===== src/design/assert_macros.svh =====
// Assertion helpers shared by the RTL. Define ASSERT_OFF to compile them out.
`ifndef ASSERT_MACROS_SVH
`define ASSERT_MACROS_SVH

`ifndef ASSERT_OFF
`define ASSERT_PROP(lbl, clk, rstn, prop, msg) \
  lbl: assert property (@(posedge clk) disable iff (!rstn) prop) else $error(msg);
`define ASSERT_NEVER(lbl, clk, rstn, cond, msg) \
  `ASSERT_PROP(lbl, clk, rstn, !(cond), msg)
`else
`define ASSERT_PROP(lbl, clk, rstn, prop, msg)
`define ASSERT_NEVER(lbl, clk, rstn, cond, msg)
`endif

`endif


===== src/design/oble_pkg.sv =====
`default_nettype none

package oble_pkg;

  localparam int unsigned LIST_DEPTH = 64;
  localparam int unsigned ADDR_W     = (LIST_DEPTH > 1) ? $clog2(LIST_DEPTH) : 1;
  localparam int unsigned CNT_W      = $clog2(LIST_DEPTH + 1);

  localparam int unsigned CMD_W     = 3;
  localparam int unsigned VAL_W     = 8;
  localparam int unsigned POS_W     = 7;
  localparam int unsigned STAT_W    = 2;
  localparam int unsigned OUT_POS_W = 7;
  localparam int unsigned OUT_CNT_W = 7;
  localparam int unsigned CMP_W     = (CNT_W > POS_W) ? CNT_W : POS_W;

  localparam int unsigned IN_DATA_W  = ((VAL_W + POS_W + 7) / 8) * 8;
  localparam int unsigned OUT_DATA_W =
    ((STAT_W + OUT_POS_W + VAL_W + OUT_CNT_W + 7) / 8) * 8;

  typedef logic [CMD_W-1:0]  cmd_t;
  typedef logic [STAT_W-1:0] stat_t;

  localparam cmd_t CMD_APPEND = cmd_t'(0);
  localparam cmd_t CMD_INSERT = cmd_t'(1);
  localparam cmd_t CMD_POP    = cmd_t'(2);
  localparam cmd_t CMD_SEARCH = cmd_t'(3);
  localparam cmd_t CMD_CLEAR  = cmd_t'(4);

  localparam stat_t ST_OK    = stat_t'(0);
  localparam stat_t ST_FULL  = stat_t'(1);
  localparam stat_t ST_EMPTY = stat_t'(2);

  typedef enum logic [2:0] {
    OP_ADD,
    OP_POP,
    OP_SEARCH,
    OP_CLEAR,
    OP_NOP
  } op_e;

  // Commands from the controller to the datapath.
  typedef struct packed {
    logic load;
    logic take_pop;
    logic rd_en;
    logic wr_back;
    logic wr_val;
    logic ptr_inc;
    logic ptr_dec;
    logic cnt_inc;
    logic cnt_dec;
    logic cnt_clr;
    logic set_found;
    logic emit;
  } ctl_t;

  // Status from the datapath to the controller.
  typedef struct packed {
    op_e  op;
    logic full;
    logic empty;
    logic more;
    logic hit;
  } sts_t;

endpackage

`default_nettype wire


===== src/design/oble_dpath.sv =====
`default_nettype none
`include "assert_macros.svh"

module oble_dpath (
  input  wire logic                           clk_i,
  input  wire logic                           rst_ni,
  input  wire logic [oble_pkg::IN_DATA_W-1:0] in_data_i,
  input  wire oble_pkg::cmd_t                 in_cmd_i,
  input  wire oble_pkg::ctl_t                 ctl_i,
  output oble_pkg::sts_t                      sts_o,
  output logic [oble_pkg::OUT_DATA_W-1:0]     out_data_o
);

  logic [oble_pkg::VAL_W-1:0] mem [oble_pkg::LIST_DEPTH];

  oble_pkg::op_e                   op_q, op_d;
  logic [oble_pkg::CNT_W-1:0]      cnt_q, cnt_d;
  logic [oble_pkg::CNT_W-1:0]      ptr_q, ptr_d;
  logic [oble_pkg::CNT_W-1:0]      tgt_q, tgt_d;
  logic [oble_pkg::VAL_W-1:0]      val_q;
  logic [oble_pkg::VAL_W-1:0]      rdata_q;
  logic [oble_pkg::VAL_W-1:0]      popped_q;
  logic [oble_pkg::OUT_POS_W-1:0]  found_q, found_d;
  oble_pkg::stat_t                 status_q;
  logic [oble_pkg::OUT_DATA_W-1:0] out_q;

  logic [oble_pkg::VAL_W-1:0]  in_val;
  logic [oble_pkg::POS_W-1:0]  in_pos;
  logic [oble_pkg::CMP_W-1:0]  pos_x;
  logic [oble_pkg::CMP_W-1:0]  cnt_x;
  oble_pkg::op_e               load_op;
  logic [oble_pkg::CNT_W-1:0]  ins_tgt;
  oble_pkg::stat_t             load_status;
  logic                        full;
  logic                        empty;
  logic [oble_pkg::CNT_W-1:0]  ptr_m1;
  logic [oble_pkg::ADDR_W-1:0] rd_addr;
  logic [oble_pkg::ADDR_W-1:0] wr_addr;
  logic [oble_pkg::VAL_W-1:0]  wr_data;

  assign in_val = in_data_i[oble_pkg::VAL_W-1:0];
  assign in_pos = in_data_i[oble_pkg::VAL_W+oble_pkg::POS_W-1:oble_pkg::VAL_W];
  assign pos_x  = oble_pkg::CMP_W'(in_pos);
  assign cnt_x  = oble_pkg::CMP_W'(cnt_q);
  assign full   = (cnt_q == oble_pkg::CNT_W'(oble_pkg::LIST_DEPTH));
  assign empty  = (cnt_q == '0);
  assign ptr_m1 = ptr_q - oble_pkg::CNT_W'(1);

  always_comb begin
    unique case (in_cmd_i)
      oble_pkg::CMD_APPEND: load_op = oble_pkg::OP_ADD;
      oble_pkg::CMD_INSERT: load_op = oble_pkg::OP_ADD;
      oble_pkg::CMD_POP:    load_op = oble_pkg::OP_POP;
      oble_pkg::CMD_SEARCH: load_op = oble_pkg::OP_SEARCH;
      oble_pkg::CMD_CLEAR:  load_op = oble_pkg::OP_CLEAR;
      default:              load_op = oble_pkg::OP_NOP;
    endcase
  end

  // Target slot of a new byte. A plain append and any insert at or past the
  // tail land at the count.
  always_comb begin
    priority if (in_cmd_i != oble_pkg::CMD_INSERT || empty || pos_x >= cnt_x) begin
      ins_tgt = cnt_q;
    end else if (pos_x <= oble_pkg::CMP_W'(1)) begin
      ins_tgt = '0;
    end else begin
      ins_tgt = oble_pkg::CNT_W'(pos_x - oble_pkg::CMP_W'(1));
    end
  end

  always_comb begin
    priority if (load_op == oble_pkg::OP_ADD && full) begin
      load_status = oble_pkg::ST_FULL;
    end else if (load_op == oble_pkg::OP_POP && empty) begin
      load_status = oble_pkg::ST_EMPTY;
    end else begin
      load_status = oble_pkg::ST_OK;
    end
  end

  always_comb begin
    op_d  = op_q;
    cnt_d = cnt_q;
    ptr_d = ptr_q;
    tgt_d = tgt_q;
    if (ctl_i.load) begin
      op_d  = load_op;
      tgt_d = ins_tgt;
      unique case (load_op)
        oble_pkg::OP_ADD: ptr_d = cnt_q;
        oble_pkg::OP_POP: ptr_d = oble_pkg::CNT_W'(1);
        default:          ptr_d = '0;
      endcase
    end
    if (ctl_i.ptr_inc) begin
      ptr_d = ptr_q + oble_pkg::CNT_W'(1);
    end
    if (ctl_i.ptr_dec) begin
      ptr_d = ptr_m1;
    end
    if (ctl_i.cnt_inc) begin
      cnt_d = cnt_q + oble_pkg::CNT_W'(1);
    end
    if (ctl_i.cnt_dec) begin
      cnt_d = cnt_q - oble_pkg::CNT_W'(1);
    end
    if (ctl_i.cnt_clr) begin
      cnt_d = '0;
    end
  end

  always_comb begin
    found_d = found_q;
    if (ctl_i.load) begin
      found_d = '0;
    end
    if (ctl_i.set_found) begin
      found_d = oble_pkg::OUT_POS_W'(ptr_q + oble_pkg::CNT_W'(1));
    end
  end

  always_ff @(posedge clk_i or negedge rst_ni) begin
    if (!rst_ni) begin
      op_q  <= oble_pkg::OP_NOP;
      cnt_q <= '0;
      ptr_q <= '0;
      tgt_q <= '0;
    end else begin
      op_q  <= op_d;
      cnt_q <= cnt_d;
      ptr_q <= ptr_d;
      tgt_q <= tgt_d;
    end
  end

  always_ff @(posedge clk_i) begin
    found_q <= found_d;
    if (ctl_i.load) begin
      val_q    <= in_val;
      status_q <= load_status;
      popped_q <= '0;
    end
    if (ctl_i.take_pop) begin
      popped_q <= rdata_q;
    end
    // The result is held here so that the next command can run while it waits.
    if (ctl_i.emit) begin
      out_q <= oble_pkg::OUT_DATA_W'({oble_pkg::OUT_CNT_W'(cnt_d), popped_q,
                                      found_d, status_q});
    end
  end

  // Shifts move one byte per read/write pair: insert walks down from the
  // tail, pop walks up from the second entry.
  always_comb begin
    if (ctl_i.load) begin
      rd_addr = '0;
    end else if (op_q == oble_pkg::OP_ADD) begin
      rd_addr = ptr_m1[oble_pkg::ADDR_W-1:0];
    end else begin
      rd_addr = ptr_q[oble_pkg::ADDR_W-1:0];
    end
    if (ctl_i.wr_val || op_q == oble_pkg::OP_ADD) begin
      wr_addr = ptr_q[oble_pkg::ADDR_W-1:0];
    end else begin
      wr_addr = ptr_m1[oble_pkg::ADDR_W-1:0];
    end
    wr_data = ctl_i.wr_val ? val_q : rdata_q;
  end

  always_ff @(posedge clk_i) begin
    if (ctl_i.wr_val || ctl_i.wr_back) begin
      mem[wr_addr] <= wr_data;
    end
    if (ctl_i.rd_en || ctl_i.load) begin
      rdata_q <= mem[rd_addr];
    end
  end

  always_comb begin
    sts_o.op    = op_q;
    sts_o.full  = full;
    sts_o.empty = empty;
    sts_o.more  = (op_q == oble_pkg::OP_ADD) ? (ptr_q > tgt_q) : (ptr_q < cnt_q);
    sts_o.hit   = (rdata_q == val_q);
  end

  assign out_data_o = out_q;

  `ASSERT_NEVER(a_cnt_range, clk_i, rst_ni,
                cnt_q > oble_pkg::CNT_W'(oble_pkg::LIST_DEPTH), "count above depth")
  `ASSERT_PROP(a_inc_not_full, clk_i, rst_ni, ctl_i.cnt_inc |-> !full,
               "count raised on a full list")
  `ASSERT_PROP(a_dec_not_empty, clk_i, rst_ni, ctl_i.cnt_dec |-> !empty,
               "count lowered on an empty list")
  `ASSERT_PROP(a_add_ptr_bound, clk_i, rst_ni,
               (op_q == oble_pkg::OP_ADD && ctl_i.wr_back) |-> (ptr_q > tgt_q),
               "insert shift past its target")

endmodule

`default_nettype wire


===== src/design/oble_ctrl.sv =====
`default_nettype none
`include "assert_macros.svh"

module oble_ctrl (
  input  wire logic           clk_i,
  input  wire logic           rst_ni,
  input  wire logic           in_valid_i,
  output logic                in_ready_o,
  output logic                out_valid_o,
  input  wire logic           out_ready_i,
  input  wire oble_pkg::sts_t sts_i,
  output oble_pkg::ctl_t      ctl_o
);

  typedef enum logic [1:0] {
    S_IDLE,
    S_HEAD,
    S_CHECK,
    S_MOVE
  } state_e;

  state_e state_q, state_d;
  logic   out_valid_q, out_valid_d;
  logic   out_free;
  logic   accept;
  logic   done;

  assign out_free    = !out_valid_q || out_ready_i;
  assign in_ready_o  = (state_q == S_IDLE);
  assign accept      = in_valid_i && in_ready_o;
  assign out_valid_o = out_valid_q;

  always_comb begin
    ctl_o   = '0;
    state_d = state_q;
    done    = 1'b0;
    unique case (state_q)
      S_IDLE: begin
        if (accept) begin
          ctl_o.load = 1'b1;
          state_d    = S_HEAD;
        end
      end
      // The head byte was read during the load cycle.
      S_HEAD: begin
        if (sts_i.op == oble_pkg::OP_POP && !sts_i.empty) begin
          ctl_o.take_pop = 1'b1;
        end
        state_d = S_CHECK;
      end
      S_CHECK: begin
        unique case (sts_i.op)
          oble_pkg::OP_ADD: begin
            if (sts_i.full) begin
              done = 1'b1;
            end else if (sts_i.more) begin
              ctl_o.rd_en = 1'b1;
              state_d     = S_MOVE;
            end else begin
              ctl_o.wr_val  = 1'b1;
              ctl_o.cnt_inc = 1'b1;
              done          = 1'b1;
            end
          end
          oble_pkg::OP_POP: begin
            if (sts_i.empty) begin
              done = 1'b1;
            end else if (sts_i.more) begin
              ctl_o.rd_en = 1'b1;
              state_d     = S_MOVE;
            end else begin
              ctl_o.cnt_dec = 1'b1;
              done          = 1'b1;
            end
          end
          oble_pkg::OP_SEARCH: begin
            if (sts_i.more) begin
              ctl_o.rd_en = 1'b1;
              state_d     = S_MOVE;
            end else begin
              done = 1'b1;
            end
          end
          oble_pkg::OP_CLEAR: begin
            ctl_o.cnt_clr = 1'b1;
            done          = 1'b1;
          end
          oble_pkg::OP_NOP: begin
            done = 1'b1;
          end
          default: begin
            done = 1'b1;
          end
        endcase
      end
      S_MOVE: begin
        unique case (sts_i.op)
          oble_pkg::OP_ADD: begin
            ctl_o.wr_back = 1'b1;
            ctl_o.ptr_dec = 1'b1;
            state_d       = S_CHECK;
          end
          oble_pkg::OP_POP: begin
            ctl_o.wr_back = 1'b1;
            ctl_o.ptr_inc = 1'b1;
            state_d       = S_CHECK;
          end
          oble_pkg::OP_SEARCH: begin
            if (sts_i.hit) begin
              ctl_o.set_found = 1'b1;
              done            = 1'b1;
            end else begin
              ctl_o.ptr_inc = 1'b1;
              state_d       = S_CHECK;
            end
          end
          default: begin
            done = 1'b1;
          end
        endcase
      end
      default: begin
        state_d = S_IDLE;
      end
    endcase
    // The finishing step waits, with no side effects, until the previous
    // result has been taken.
    if (done && !out_free) begin
      ctl_o   = '0;
      state_d = state_q;
      done    = 1'b0;
    end
    ctl_o.emit = done;
    if (done) begin
      state_d = S_IDLE;
    end
  end

  always_comb begin
    out_valid_d = out_valid_q;
    if (out_valid_q && out_ready_i) begin
      out_valid_d = 1'b0;
    end
    if (done) begin
      out_valid_d = 1'b1;
    end
  end

  always_ff @(posedge clk_i or negedge rst_ni) begin
    if (!rst_ni) begin
      state_q     <= S_IDLE;
      out_valid_q <= 1'b0;
    end else begin
      state_q     <= state_d;
      out_valid_q <= out_valid_d;
    end
  end

  `ASSERT_PROP(a_accept_leaves_idle, clk_i, rst_ni, accept |=> (state_q == S_HEAD),
               "accepted command did not start")
  `ASSERT_NEVER(a_one_write, clk_i, rst_ni, ctl_o.wr_val && ctl_o.wr_back,
                "two writes in one cycle")
  `ASSERT_PROP(a_result_held, clk_i, rst_ni, (out_valid_q && !out_ready_i) |=> out_valid_q,
               "waiting result dropped")
  `ASSERT_PROP(a_result_after_done, clk_i, rst_ni, done |=> out_valid_q,
               "finished command gave no result")

endmodule

`default_nettype wire


===== src/design/ordered_byte_list_engine.sv =====
// An accepted command is loaded, then passes a head state and a check state; each byte moved
// or compared adds a move state and a return to check: insert moves count - slot bytes, pop
// count - 1, and search compares up to its position on a hit, ending in move, or all on a miss.
// One command at a time: the next is accepted once the last has finished. A result waits in
// its own output register; a command that finishes while it is untaken stalls until then.
// Reset clears the count and the output valid; the list memory is not cleared.
`default_nettype none

module ordered_byte_list_engine (
  input  wire logic                            clk_i,
  input  wire logic                            rst_ni,
  input  wire logic                            s_axis_tvalid_i,
  output logic                                 s_axis_tready_o,
  // item_value [7:0], position [14:8], zero [15]
  input  wire logic [oble_pkg::IN_DATA_W-1:0]  s_axis_tdata_i,
  // cmd [2:0]
  input  wire logic [oble_pkg::CMD_W-1:0]      s_axis_tuser_i,
  output logic                                 m_axis_tvalid_o,
  input  wire logic                            m_axis_tready_i,
  // status [1:0], found_position [8:2], popped_value [16:9], element_count [23:17]
  output logic [oble_pkg::OUT_DATA_W-1:0]      m_axis_tdata_o
);

  oble_pkg::ctl_t ctl;
  oble_pkg::sts_t sts;

  oble_ctrl u_ctrl (
    .clk_i       (clk_i),
    .rst_ni      (rst_ni),
    .in_valid_i  (s_axis_tvalid_i),
    .in_ready_o  (s_axis_tready_o),
    .out_valid_o (m_axis_tvalid_o),
    .out_ready_i (m_axis_tready_i),
    .sts_i       (sts),
    .ctl_o       (ctl)
  );

  oble_dpath u_dpath (
    .clk_i      (clk_i),
    .rst_ni     (rst_ni),
    .in_data_i  (s_axis_tdata_i),
    .in_cmd_i   (s_axis_tuser_i),
    .ctl_i      (ctl),
    .sts_o      (sts),
    .out_data_o (m_axis_tdata_o)
  );

endmodule

`default_nettype wire


===== config.mk =====
export PLATFORM = sky130hd
export DESIGN_NAME = ordered_byte_list_engine
export DESIGN_NICKNAME = d
export VERILOG_FILES = /design/src/design/oble_pkg.sv /design/src/design/oble_dpath.sv /design/src/design/oble_ctrl.sv /design/src/design/ordered_byte_list_engine.sv
export VERILOG_INCLUDE_DIRS = /design/src /design/src/design
export SDC_FILE = /design/constraint.sdc
export NUM_CORES = 1
export LEC_CHECK = 0
export BUFFER_PORTS_ARGS = -buffer_cell sky130_fd_sc_hd__buf_4
export CAP_MARGIN = 0
export CORE_UTILIZATION = 45
export DETAILED_ROUTE_END_ITERATION = 10
export GPL_TIMING_DRIVEN = 0
export PLACE_DENSITY = 0.57
export REMOVE_ABC_BUFFERS = 1
export SYNTH_ARGS = -nofsm -noshare
export SYNTH_HDL_FRONTEND = slang
export SYNTH_SLANG_ARGS = --single-unit

===== constraint.sdc =====
create_clock -name clk_i -period 4.2 [get_ports clk_i]
set_input_delay 0 -clock clk_i [delete_from_list [all_inputs] [get_ports clk_i]]
set_output_delay 0 -clock clk_i [all_outputs]
set_load 0.02 [all_outputs]

==> key figures <==
Run status
  – Status: complete, but fails checks
  – Failing checks: max-capacitance violations

Floorplan
  – Core area: ~57000 sq um
  – Chip Width: 242 microns
  – Die area: 58400 sq um
  – Ports: 49
  – Std cell rows: 87
  – Initial cell density of the core: around 46%
  – Die Ht: 242 microns

Drt
  – Routed Antenna Nets: 0
  – DR top layer: met5
  – Vias: 17.8k
  – M1 WL: approximately 32000 microns
  – DRC violations left: 0
  – Routed wl met2: between 30000 and 40000 microns
  – Final WL: 78100 microns
  – WL per Instance: ~27 microns
  – Met3 WL: approximately 7000 microns
  – DR pass1 iterations: 6
  – Initial DRC count: 2163
  – Vias per cell: 6.26

Run
  – Max-cap viol count: 1

Critical path
  – CP arrival: 4.53 ns
  – Crit. Startpoint: u_dpath.ptr_q[2]$_DFFE_PN0P_
  – Crit end category: register
  – Critical Path RT: 4.63 ns
  – Crit path kind: reg -> reg
  – R2R depth: 7
  – Crit path launch type: register
  – Reg2Reg Launch Point: u_dpath.ptr_q[2]$_DFFE_PN0P_
  – R2r endpoint: u_dpath.rdata_q[3]$_DFFE_PP_
  – Register-to-register setup slack: 0.10 ns
  – Largest fanout on the critical path: 19

Finish
  – Layout area overhead: 18.4%
  – Most common cell after layout, fill and taps aside: edfxtp_1
  – FF/Latch Area: 17700 sq um
  – Layout Nets: 2092
  – ANT cells: 0
  – Fillcell total: roughly 4.7k
  – Final Cell Area: around 31000 sq um
  – Final Instance Count excl. Fillers: 2844
  – Final core occ: 54.1%
  – Share of layout cells above drive strength 1: 17.6%
  – Multi-input gate area: approximately 8000 sq um
  – Most frequent cells in the layout: 562 x edfxtp_1, 251 x nand2_1, 88 x nor2_1, 78 x nand3_1, 75 x buf_4

Worst hold path
  – Worst Hold Endpoint: u_dpath.val_q[6]$_DFFE_PP_
  – Hold Crit Depth: 2
  – Hold Crit Start: s_axis_tdata_i[6]
  – Min-Delay Path Class: in -> reg

Power
  – VDD IR max: 0.537 mV
  – Int Pwr: roughly 15 mW
  – Comb pwr share: 49.6%
  – Clock Power Share: about a fifth
  – Part of the power in registers: 30.9%
  – Power Density: 896 nW/um^2
  – Switch share: 44.4%
  – P_sw: 12.2 mW
  – Leak Pwr: approximately 10 nW

Timing
  – Max frequency: 0.244 GHz
  – RSZ-0062 raised after global routing: yes
  – Final hold vios: 0
  – Worst-Margin Slew: 1.48 ns
  – Period utilization: 97.6%
  – Rel. slew slack: 0.729%
  – Tmin final: 4.10 ns
  – Fin. max-slew vios: 0
  – Clk_skew: 0.0303 ns
  – Setup violations, final: 0

Clock tree
  – # clock sinks: 596
  – CTS Buf Count: 60
  – Clk_lat worst skew: 0.65 ns
  – Max clock buf depth: 3
  – CTS tree: done
  – H-Tree Depth: 2
  – CTS Root Buffer Type: clkbuf_16
  – Clk slew on worst S/H paths: ~0.060 ns

Synthesis
  – Complex-gate fraction of the synthesized area: 11.5%
  – Post-synthesis adder-cell area fraction: 1.26%
  – XOR/XNOR Fraction of Synth Area: 0.847%
  – Post-synthesis cell count: between 1.5k and 2k
  – Mux contribution to synthesized area: about 2.6%
  – Mapped Area: 25800 sq um
  – Main flop type after synthesis: edfxtp_1
  – Synthesis Warnings: 0
  – Number of library cell types mapped by synthesis: ~100
  – Sequential area share after synthesis: 68.5%
  – Yosys reg bits: 596
  – Main combinational cell family by area after synthesis: simple AND/OR/NAND/NOR gates
  – Post-synth EDFFs: approximately 560
  – Syn_area_per_cell: 13.2 sq um
  – Post-Synth Simple-Gate Area: 12.4%
  – Async set-reset flop share out of synthesis: 4.53%

GRT
  – Largest net degree at the start of global routing: 74
  – Overflow after GRT: 0
  – Global Route Usage Sum: 26.3%
  – Initial antenna violation count: 1
  – Number of global-route vias before repair: between 15k and 20k
  – First-pass GRT wire length: 114000 microns

Place
  – IO buf count: 47
  – Placement Cell Area: 27400 sq um
  – DP Cell Count: between 2k and 3k
  – DP HPWL: around 48000 microns
  – Routability cong.: 0.904
## cells in the mapped netlist, types with 13 or more instances
cell,number,share of area [%]
edfxtp_1,562,65
nand2_1,255,3.7
nor2_1,127,1.8
nor3_1,98,1.9
nand3_1,78,1.5
buf_2,61,1.2
o21ai_0,61,1.2
mux2i_1,43,1.7
clkbuf_1,42,0.61
a21oi_1,41,0.79
o22ai_1,30,0.73
dfrtp_1,26,2.5
ha_1,26,1.3
inv_1,26,0.38
o211ai_1,26,0.76
a31oi_1,25,0.61
a211oi_1,23,0.67
xnor2_1,21,0.71
and3_1,20,0.48
nand4_1,18,0.44
or3_1,18,0.44
a221oi_1,15,0.51
o21ai_1,15,0.29
a2111oi_0,14,0.47
and2_1,14,0.34
a21o_1,13,0.38
mux2_2,13,0.57
nor4_1,13,0.31
o221ai_1,13,0.44
## how the worst max path moves through the flow
| stage | endpoint | slack, ns | depth (start not counted) |
|---|---|---|---|
| 2_1_floorplan | u_dpath.rdata_q[7]$_DFFE_PP_ | -2.91 | 8 |
| 3_3_place_gp | u_dpath.rdata_q[0]$_DFFE_PP_ | -10.63 | 8 |
| 3_5_place_dp | u_dpath.rdata_q[0]$_DFFE_PP_ | -1.74 | 11 |
| 4_1_cts | u_dpath.mem[32][3]$_DFFE_PP_ | -0.48 | 8 |
| 5_1_grt | u_dpath.mem[54][1]$_DFFE_PP_ | -0.04 | 5 |
| 6_report | u_dpath.rdata_q[3]$_DFFE_PP_ | 0.10 | 7 |
## power by group through the flow
stage	combinational [mW]	clock, mW	sequential (mW)
detailed placement	12.3	0	8.60
global placement	10.0	0	8.58
CTS	13.0	5.40	8.46
finish	13.6	5.36	8.46
floorplan	6.63	0	8.51
global route	14.3	5.63	8.51
## critical path, stage by stage (launching register included)
cell and delay, ns:
dfrtp_1 0.69, or3_1 0.72, or3_4 0.49, a21oi_4 0.70, nand2_4 0.25, a211oi_1 0.54, a2111oi_4 0.11, nor4_4 0.37
## cell type report
cell class	instances	share of cell area, %
clock buffer	71	5.21
multi-input combinational	1207	26.9
clock inverter	36	1.17
tap	756	3.09
inverter	28	0.380
timing repair buffer	150	5.45
sequential	596	57.8
## flip-flops by register name, summed over array words and instances (netlist names), 2 cells and up
register / cells
u_ctrl.state_q: 2
u_dpath.cnt_q: 7
u_dpath.found_q: 7
u_dpath.mem: 512
u_dpath.op_q: 3
u_dpath.out_data_o: 24
u_dpath.popped_q: 8
u_dpath.ptr_q: 7
u_dpath.rdata_q: 8
u_dpath.status_q: 2
u_dpath.tgt_q: 7
u_dpath.val_q: 8
## per-layer routing
layer	vias up	global-route usage [%]
met3	184	4.16
met1	8920	37.0
li1	7758	-
met2	930	40.7
met4	2	11.0
met5	-	0
## repair_timing
action                     in CTS  in global routing
hold buffers                   30                  0
gates cloned                    3                  2
buffers inserted               14                 18
setup endpoints to repair    1030                966
hold endpoints to repair       57                  0
resized for setup              81                 47
pin swaps                       7                 17
## cells by family (layout without fill, tap and decap cells)
group	after synthesis	in the layout
DFF	596	596
xor gates and xnor gates	25	25
adders and majority gates	26	26
AOI/OAI and AO/OA	405	408
buffers and inverters	158	285
and+or+nand+nor	685	687
muxes	61	61
## metrics by stage
| step | setup WS (ns) | power [mW] | hold WS, ns | setup TNS (ns) |
|---|---|---|---|---|
| finish | 0.101 | 27.4 | 0.0647 | 0 |
| global route | -0.0443 | 28.5 | 0.0688 | -0.514 |
| CTS | -0.483 | 26.9 | 0.0455 | -52.37 |
| detailed placement | -1.74 | 20.9 | -0.0502 | -532.99 |
| global placement | -10.63 | 18.6 | -0.0561 | -1718.48 |
| floorplan | -2.91 | 15.1 | -0.296 | -83.82 |
Note: power is estimated with default switching activity, not from simulation.
